--- src/rtl/mpsm_ram.sv ---
// Generic single-port-write, single-port-read RAM with registered read data.
// No dependencies.
module mpsm_ram #(
	parameter int WIDTH = 8,
	parameter int DEPTH = 16
) (
	input  logic                     clk,
	input  logic                     we,
	input  logic [$clog2(DEPTH)-1:0] waddr,
	input  logic [WIDTH-1:0]         wdata,
	input  logic                     re,
	input  logic [$clog2(DEPTH)-1:0] raddr,
	output logic [WIDTH-1:0]         rdata
);

	logic [WIDTH-1:0] mem [DEPTH];

	always_ff @(posedge clk) begin
		if (we) begin
			mem[waddr] <= wdata;
		end
		if (re) begin
			rdata <= mem[raddr];
		end
	end

endmodule

--- config.mk ---
export PLATFORM = sky130hd
export DESIGN_NAME = mpsm_ram
export DESIGN_NICKNAME = d
export VERILOG_FILES = /design/src/rtl/mpsm_ram.sv
export SDC_FILE = /design/constraint.sdc
export NUM_CORES = 1
export LEC_CHECK = 0
export ABC_AREA = 0
export BUFFER_PORTS_ARGS = -buffer_cell sky130_fd_sc_hd__buf_2
export CELL_PAD_IN_SITES_DETAIL_PLACEMENT = 0
export CELL_PAD_IN_SITES_GLOBAL_PLACEMENT = 2
export CORE_MARGIN = 5
export CORE_UTILIZATION = 50
export CTS_BUF_LIST = sky130_fd_sc_hd__clkbuf_8 sky130_fd_sc_hd__clkbuf_16
export DETAILED_ROUTE_END_ITERATION = 10
export HOLD_SLACK_MARGIN = 0.08
export PLACE_DENSITY = 0.85
export SYNTH_ARGS = -nofsm -noshare
export SYNTH_HDL_FRONTEND = slang
export SYNTH_SLANG_ARGS = --single-unit
--- constraint.sdc ---
create_clock -name clk -period 3.8 [get_ports clk]
set_clock_uncertainty 0.15 [all_clocks]
set_input_delay 0.76 -clock clk [delete_from_list [all_inputs] [get_ports clk]]
set_output_delay 0.76 -clock clk [all_outputs]
set_load 0.005 [all_outputs]
# == Word level (Yosys, flattened, before mapping) ==
# Memory sizes are Yosys's and may differ from the RTL's. A register that Yosys moved wholly into a read port is not among the register bits.
# Index checks and enable logic that the tools add are counted.
# op_classes
n_addsub,0
multipliers,0
div_mod_pow,0
order_cmp,0
eq_ne,0
shift,0
mux,2
bitwise_logic,0
n_reduce_logical,0
# op_table
op,count
two-way mux 1 bit,2
# word_totals
register_bits,0
latch_bits,0
mem_bits_rw,128
romBits,0
input_bits,19
out_inout_bits,8
elab_cells,3
memories,1
# memory_table
name,words,width,read_ports,rd_clocked_by_memory_dff,wr,line,rtl
mem,16,8,1,1,1,16,logic [WIDTH-1:0] mem [DEPTH];

# == Longest topological paths before layout ==
# Gate-level depths: netlist of the first run.
# depth
depth_word,2
mapped_depth,5
mapped_depth_nobuf,3

# == Worst setup path before layout of the first run ==
# Ideal clock, no wire load.
# synth_path
kind,input port to flip-flop
from,input waddr[2]
to,"memory mem[0][0], enable pin"
setup_time_ps,383
t_arrival_ps,1870
required_time_ps,3267
path_slack_ps,1397
stages,2
n_path_buf,0
cell_sequence,or3b_2 nor3_1
# synth_lines
item,line,rtl
from (decl),9,"input logic [$clog2(DEPTH)-1:0] waddr,"
to (decl),16,
# No word-level cell before the write port.

==> run_results.csv, run 1 <==
group,metric,value,unit
cells_and_area,drive_gt1_share,27.1,%
global_route,grt_pass1_wl,15400,um
route,route.antenna.remaining_nets,0,
route,route.detailed.drc,0,
global_route,grt_use_met1,22.9,%
synthesis,yosys.cell_types.count,18,
route,avgViaCountPerCell,5.78,
power,p_total,3.30,mW
synthesis,syn-cell-area,0.00523,sq mm
route,wirelength,9880,um
synthesis,ys_warn_count,0,
sta,setup_viol,0,
clocking,cts_htree_levels,4,
global_route,grt_max_degree,33,
synthesis,synth_top_area_cell,"edfxtp_1",
clocking,postCtsSetupRepairBufs,0,
clocking,clkTransAtPathRegs,0.06,ns
synthesis,ys_seq_elements,136,
sta,rsz0062_at_grt,"no",
floorplanning,core,0.0103,sq mm
floorplanning,die_h,112,um
route,drtIter0Drc,165,
placed_design,io_buffers,26,
sta,timing.fmax,443,MHz
sta,timing.final.crit_share,59.3,%
clocking,cts_tree,"built",
critical_path,slowest_delay,0.56,ns
sta,hold_violations,0,
synthesis,synthCells,229,
clocking,root_buffer,"clkbuf_8",
floorplanning,start_util,50.9,%
placed_design,placed_cell_area,0.00549,sq mm
sta,setup_ws,1.55,ns
critical_path,crit_type,"in -> reg",
global_route,grt_use_met2,27.6,%
critical_path,crit_fanout,18,
synthesis,ys_seq_area_share,78.1,%
synthesis,synth_area_leaders,"edfxtp_1 78%, mux4_2 7.8%, mux4_1 7.0%",
sta,slew_violations,0,
critical_path,path_cells,"buf_2 -> buf_12 -> mux4_1 -> a22oi_1 -> nand2_1",
route,firstDrtPassIters,4,
worst_hold_path,hp-class,"in -> reg",
critical_path,required,3.91,ns
clocking,cts.sinks,136,
route,post_drt_wl_per_cell,23.8,um
floorplanning,rows,37,
cells_and_area,area_growth,15.2,%
clocking,clk_path_buf_depth,2,
critical_path,arrival,2.36,ns
sta,slew_headroom,37.2,%
global_route,grt-ovfl-total,0,
sta,worst_slew_pin_slew,0.938,ns
floorplanning,die_w,112,um
flow_run,cap_violations,0,
route,vias,2403,
placed_design,dp_hpwl,6000,um
critical_path,crit_path_end_kind,"register",
global_route,gr-usage-met3,4.26,%
power,ir_drop,0.262,mV
placed_design,globalplace.congestion,0.717,
global_route,grt_pass1_vias,2514,
clocking,cts_hold_buffers,0,
global_route,track_usage,17.0,%
critical_path,worstSetupStartpointType,"input port",
cells_and_area,antenna_cells,0,
clocking,clk_latency,0.51,ns
power,powerDensity,549,mW/mm^2
floorplanning,design.die.area,0.0126,sq mm
sta,period_minus_slack,2.25,ns
cells_and_area,nets,288,
global_route,grt_antenna_before_repair,0,
cells_and_area,final_cell_area,0.00602,sq mm
power,leakage,2.01,nW
clocking,cts_repair_resize_count,0,
sta,whs,0.452,ns
global_route,gr-max-usage-layer,"met2",
placed_design,dp_slack,0.950,ns
synthesis,synth_top_cell_area_share,78.1,%
clocking,cts_buffers,17,
outcome,outcome,"finished, final reports clean",
floorplanning,pin_count,27,
sta,timing.setup.tns,0,ns
synthesis,syn-num-nets,248,
critical_path,slowest_stage,"mux4_1",
synthesis,avgSynthCellArea,22.8,sq um
-- flip-flops by register name (all words and copies together), names as in the netlist --
register	count
rdata	8
mem	128
-- report_power, final --
group,switching [mW],total [mW],internal (mW)
logic,0.0868,0.148,0.0610
clock network,0.549,1.46,0.908
registers,0.00822,1.70,1.69
-- Yosys cell counts --
cell / number
edfxtp_1: 136
mux4_2: 18
a22oi_1: 16
mux4_1: 14
nor2_1: 13
nand2_1: 9
nor3_1: 4
buf_2: 3
buf_6: 3
clkdlybuf4s25_2: 3
nand2b_1: 2
nand3b_1: 2
and2_1: 1
and2b_1: 1
buf_4: 1
nand3_1: 1
nor2b_1: 1
or3b_2: 1
-- worst paths after layout --
path / startpoint / end / slack (ns) / cells after the start
setup / recovery: raddr[0] / rdata[2] / 1.55 / 5
hold / removal: re / rdata[7] / 0.45 / 1
setup reg to reg: mem[0][4] / rdata[4] / 2.12 / 3
hold reg to reg: mem[15][5] / rdata[5] / 0.61 / 3
-- cell usage in the layout (no fill, tap or decap), drive strengths merged, types with 3 or more instances in the layout --
cell,instances
edfxtp,136
mux4,32
buf,31
clkbuf,17
a22oi,16
nor2,13
nand2,9
clkinv,5
nor3,4
inv,3
clkinvlp,3
-- through the flow --
step	utilization (%)	instances
final	58.6	416
after global routing	58.6	416
after CTS	58.6	416
after detailed placement	53.4	386
after global placement	53.4	386
after floorplan	-	229
-- worst max-delay path, delay by kind of cell --
kind	cells	cell delay, ns
buffers and inverters	2	0.67
and+or+nand+nor	1	0.08
muxes	1	0.56
AOI/OAI and AO/OA	1	0.28
-- layer usage --
metal,wire length [um],up-vias
li1,-,1062
met1,3950,1239
met5,0,-
met3,674,9
met4,114,0
met2,5140,93
-- final cells by class --
class                   count  area, sq um
clock buffers              17          414
clock inverters            13          118
fillers                   745         4250
multi-input cells          83         1060
flip-flops and latches    136         4080
well taps                 136          170
repair buffers             31          180
-- kinds of logic (layout without fill, tap and decap cells) --
logic type | Yosys count | in the layout | share of synthesized area [%]
DFF | 136 | 136 | 78.1
and+or+nand+nor | 35 | 35 | 3.14
muxes | 32 | 32 | 14.8
AOI/OAI and AO/OA | 16 | 16 | 2.30
buffers and inverters | 10 | 61 | 1.65
(Power assumes the default switching activity.)
==> run 2: changes to the inputs <==
Settings changed: CORE_UTILIZATION 50 to 48, PLACE_DENSITY 0.85 to 0.82.
Clock period 3.8 ns to 2.2 ns, I/O delays scaled along.
==> run_results.csv, run 2 (synthesized netlist as in run 1, its figures left out) <==
group,metric,value,unit
cells_and_area,largest_reg_flops,128,
clocking,cts_tree,"built",
clocking,cts_htree_levels,4,
clocking,root_buffer,"clkbuf_8",
route,wirelength,9890,um
clocking,clk_path_buf_depth,2,
critical_path,worstSetupStartpointType,"register",
sta,timing.final.crit_share,76.0,%
worst_hold_path,hp-class,"in -> reg",
clocking,postCtsSetupRepairBufs,0,
clocking,cts_hold_buffers,0,
cells_and_area,biggestRegsByFlops,"mem: 128 flops, rdata: 8 flops",
floorplanning,die_h,114,um
clocking,cts_buffers,17,
power,clkPwrFrac,43.6,%
power,ir_drop,0.427,mV
critical_path,crit_fanout,1,
flow_run,cap_violations,0,
worst_hold_path,holdPathEnd,"rdata[7]",
critical_path,arrival,1.77,ns
global_route,grt-ovfl-total,0,
critical_path,slowest_stage,"mux4_1",
floorplanning,pin_count,27,
power,p_sw,1.17,mW
critical_path,worstReg2RegEnd,"rdata[0]",
critical_path,r2r_slack,0.53,ns
sta,worst_slew_pin_slew,0.409,ns
power,netSwitchingFraction,20.6,%
power,comb_power_share,4.8,%
critical_path,rr_startpoint,"mem[1][0]",
placed_design,io_buffers,26,
critical_path,path_cells,"mux4_1 -> a22oi_1 -> nand2_1",
sta,slew_violations,0,
cells_and_area,final_cell_area,0.00620,sq mm
sta,setup_viol,0,
floorplanning,core,0.0107,sq mm
cells_and_area,fin_util,57.7,%
global_route,grt_pass1_wl,15300,um
worst_hold_path,hp-start,"re",
global_route,grt_antenna_before_repair,0,
critical_path,slowest_delay,0.51,ns
cells_and_area,area_growth,18.6,%
global_route,track_usage,16.7,%
floorplanning,start_util,48.6,%
sta,rsz0062_at_grt,"no",
sta,hold_violations,0,
power,powerDensity,918,mW/mm^2
clocking,cts_repair_resize_count,0,
route,post_drt_wl_per_cell,22.5,um
route,route.antenna.remaining_nets,0,
critical_path,required,2.30,ns
sta,slew_headroom,72.8,%
route,drtIter0Drc,219,
placed_design,dp_hpwl,6370,um
route,route.detailed.drc,0,
power,p_seq_share,51.6,%
global_route,grt_max_degree,17,
cells_and_area,drive_gt1_share,32.7,%
floorplanning,design.die.area,0.0131,sq mm
critical_path,r2r_cells,3,
worst_hold_path,whs_path_depth,1,
sta,period_minus_slack,1.67,ns
route,avgViaCountPerCell,5.65,
cells_and_area,layout_common_cells,"136 x edfxtp_1, 26 x buf_2, 19 x buf_4",
outcome,outcome,"finished, final reports clean",
critical_path,crit_path_end_kind,"register",
floorplanning,rows,38,
clocking,clkTransAtPathRegs,0.06,ns
critical_path,crit_type,"reg -> reg",
route,vias,2486,
cells_and_area,antenna_cells,0,
clocking,clk_latency,0.52,ns
cells_and_area,largest-register,"mem",
clocking,cts.sinks,136,
placed_design,placed_cell_area,0.00567,sq mm
route,firstDrtPassIters,4,
floorplanning,die_w,114,um
power,cellInternalPower,4.52,mW
cells_and_area,nets,306,
global_route,grt_pass1_vias,2610,
cells_and_area,final_common_cell,"edfxtp_1",
sta,timing.setup.tns,0,ns
power,p_total,5.69,mW
placed_design,globalplace.congestion,0.715,
sta,timing.fmax,598,MHz
power,leakage,2.11,nW
[run 2: cell count changes in the layout (fill, tap and decap cells not counted), moves of 2 or more]
cell,change
clkinv_4,+2
buf_4,+15
clkinv_2,+2
buf_12,+3
[run 2: worst max path at each step]
stage                    from   endpoint  slack, ns  depth (start not counted)
floorplan            waddr[2]  mem[0][0]       0.12                          2
global placement     raddr[0]   rdata[3]       0.05                          5
detailed placement   raddr[0]   rdata[3]       0.03                          5
CTS                  rdata[6]   rdata[6]       0.51                          1
global route        mem[1][0]   rdata[0]       0.44                          3
finish              mem[1][0]   rdata[0]       0.53                          3
[run 2: critical path: cells and delay by family, from the launching register on]
| kind | cells | cell delay (ns) |
|---|---|---|
| flops | 1 | 0.34 |
| compound gates | 1 | 0.28 |
| simple gates | 1 | 0.12 |
| mux | 1 | 0.51 |
[run 2: stage by stage]
step	setup slack (ns)	hold slack [ns]	std cells
floorplan	0.117	0.389	229
global placement	0.0509	0.574	408
detailed placement	0.0324	0.587	408
CTS	0.513	0.134	440
global route	0.443	0.138	440
finish	0.527	0.156	440
[run 2: power groups by stage]
stage                     combinational, mW  clock [mW]  sequential, mW
after floorplan                       0.147           0            2.99
after global placement                0.272           0            2.99
after detailed placement              0.278           0            2.99
after CTS                             0.278        2.52            2.94
after global routing                  0.298        2.63            2.94
final                                 0.272        2.48            2.94
[run 2: cell type report]
| class | instances | area [sq um] |
|---|---|---|
| multi-input combinational | 83 | 1060 |
| fill | 794 | 4550 |
| clock inverter | 15 | 115 |
| timing repair buffer | 49 | 353 |
| sequential | 136 | 4080 |
| tap | 140 | 175 |
| clock buffer | 17 | 414 |
[run 2: layer usage]
layer,track usage (%),up-vias,share of wire [%]
met5,0,-,0
met4,6.89,0,1.6
met3,4.07,16,5.3
met2,25.8,72,49
met1,23.0,1299,44
li1,-,1099,-
==> run 3: changes to the inputs <==
Clock period 2.2 ns to 1.6 ns, I/O delays scaled along.
==> run_results.csv, run 3 (synthesized netlist as in run 1, its figures left out) <==
group,metric,value,unit
cells_and_area,biggestRegsByFlops,"mem: 128 flops, rdata: 8 flops",
cells_and_area,largest_reg_flops,128,
placed_design,dp_hpwl,6540,um
cells_and_area,layout_common_cells,"136 x edfxtp_1, 32 x mux4_2, 26 x buf_2",
clocking,clk_latency,0.52,ns
critical_path,arrival,1.69,ns
route,drtIter0Drc,157,
critical_path,required,1.72,ns
outcome,outcome,"finished, final reports clean",
cells_and_area,antenna_cells,0,
sta,setup_viol,0,
worst_hold_path,holdPathEnd,"mem[0][4]",
route,avgViaCountPerCell,5.52,
placed_design,io_buffers,26,
floorplanning,pin_count,27,
critical_path,crit_type,"reg -> reg",
cells_and_area,register_area,0.00408,sq mm
route,post_drt_wl_per_cell,22.0,um
power,leakage,2.20,nW
cells_and_area,fill_cells,782,
clocking,cts_buffers,17,
cells_and_area,multi_input_comb_area,0.00108,sq mm
route,route.detailed.drc,0,
floorplanning,design.die.area,0.0131,sq mm
global_route,grt-ovfl-total,0,
cells_and_area,final_common_cell,"edfxtp_1",
critical_path,worstSetupStartpointType,"register",
power,ir_drop,0.582,mV
placed_design,dp_slack,-0.490,ns
flow_run,cap_violations,0,
floorplanning,core,0.0107,sq mm
power,p_total,8.21,mW
floorplanning,die_h,114,um
route,route.antenna.remaining_nets,0,
clocking,clkTransAtPathRegs,0.06,ns
worst_hold_path,hp-class,"in -> reg",
cells_and_area,largest-register,"mem",
cells_and_area,area_growth,25.2,%
sta,timing.final.crit_share,97.9,%
sta,hold_violations,0,
global_route,grt_pass1_wl,15500,um
floorplanning,rows,38,
clocking,cts.sinks,136,
worst_hold_path,whs_path_depth,3,
sta,timing.fmax,638,MHz
power,powerDensity,1260,mW/mm^2
cells_and_area,drive_gt1_share,42.7,%
global_route,grt_max_degree,18,
sta,slew_violations,0,
clocking,clk_path_buf_depth,2,
clocking,cts_htree_levels,4,
sta,setup_ws,0.0338,ns
global_route,grt_antenna_before_repair,0,
critical_path,worstReg2RegEnd,"rdata[3]",
sta,period_minus_slack,1.57,ns
sta,slew_headroom,43.6,%
sta,worst_slew_pin_slew,0.844,ns
critical_path,r2r_cells,3,
floorplanning,die_w,114,um
critical_path,rr_startpoint,"mem[4][3]",
global_route,track_usage,17.1,%
worst_hold_path,hp-start,"waddr[1]",
clocking,cts_tree,"built",
route,vias,2545,
floorplanning,start_util,48.6,%
clocking,root_buffer,"clkbuf_8",
critical_path,crit_path_end_kind,"register",
global_route,grt_pass1_vias,2609,
route,wirelength,10100,um
route,firstDrtPassIters,4,
cells_and_area,nets,327,
critical_path,crit_fanout,1,
placed_design,globalplace.congestion,0.776,
sta,rsz0062_at_grt,"yes",
critical_path,r2r_slack,0.03,ns
-- run 3: cell types whose count changed in the layout (fill, tap and decap cells not counted), moves of 3 or more --
cell,before,now
nor3_1,4,1
mux4_2,18,32
buf_4,19,23
a22oi_1,16,8
a22oi_2,0,8
clkinv_1,0,3
mux4_1,14,0
nor2_1,13,10
dlygate4sd3_1,0,9
buf_12,4,12
nor2_2,0,3
-- run 3: critical path, stage by stage (launching register included) --
cell	delay [ns]
edfxtp_1	0.37
mux4_2	0.50
a22oi_2	0.22
nand2_1	0.07
-- run 3: worst max-delay path by stage --
stage,startpoint,endpoint,slack [ns],depth (start not counted)
floorplan,raddr[0],rdata[2],-0.09,5
global placement,raddr[0],rdata[3],-0.50,6
detailed placement,raddr[0],rdata[3],-0.49,6
CTS,mem[5][3],rdata[3],-0.02,3
global route,mem[4][3],rdata[3],-0.02,3
finish,mem[4][3],rdata[3],0.03,3
-- run 3: report_power, final --
part / total, mW / internal, mW / leakage, nW / switching (mW)
combinational: 0.475 / 0.231 / 0.689 / 0.243
clock: 3.70 / 2.34 / 0.272 / 1.36
sequential: 4.04 / 4.02 / 1.24 / 0.0198
total: 8.21 / 6.59 / 2.20 / 1.62
-- run 3: metrics by stage --
stage          setup TNS, ns  util [%]  std cells  instance area, sq um  hold slack, ns
2_1_floorplan         -0.597         -        229                  5260           0.269
3_3_place_gp           -4.46      54.5        420                  5850           0.541
3_5_place_dp           -5.00      54.5        420                  5850           0.537
5_1_grt              -0.0246      60.9        461                  6540           0.191
4_1_cts              -0.0200      60.9        461                  6540           0.176
6_report                   0      60.9        461                  6540           0.211
-- run 3: cell type report --
cell class	instances	share of cell area, %
timing repair buffer	70	9.68
sequential	136	62.4
clock buffer	17	6.33
tap	140	2.68
clock inverter	15	2.45
multi-input combinational	83	16.4
-- run 3: layer usage --
metal | up-vias | part of all wire [%] | global-route usage [%]
li1 | 1126 | - | -
met3 | 12 | 6.2 | 5.81
met5 | - | 0 | 0
met4 | 0 | 1.5 | 6.81
met1 | 1319 | 44 | 23.8
met2 | 88 | 49 | 25.3
-- run 3: repair_timing --
item / CTS / global route
pin swaps: 1 / 3
hold endpoints to repair: 136 / 0
resized for setup: 8 / 4
hold buffers: 9 / 0
endpoints found under the setup margin: 5 / 4
setup buffers: 0 / 0
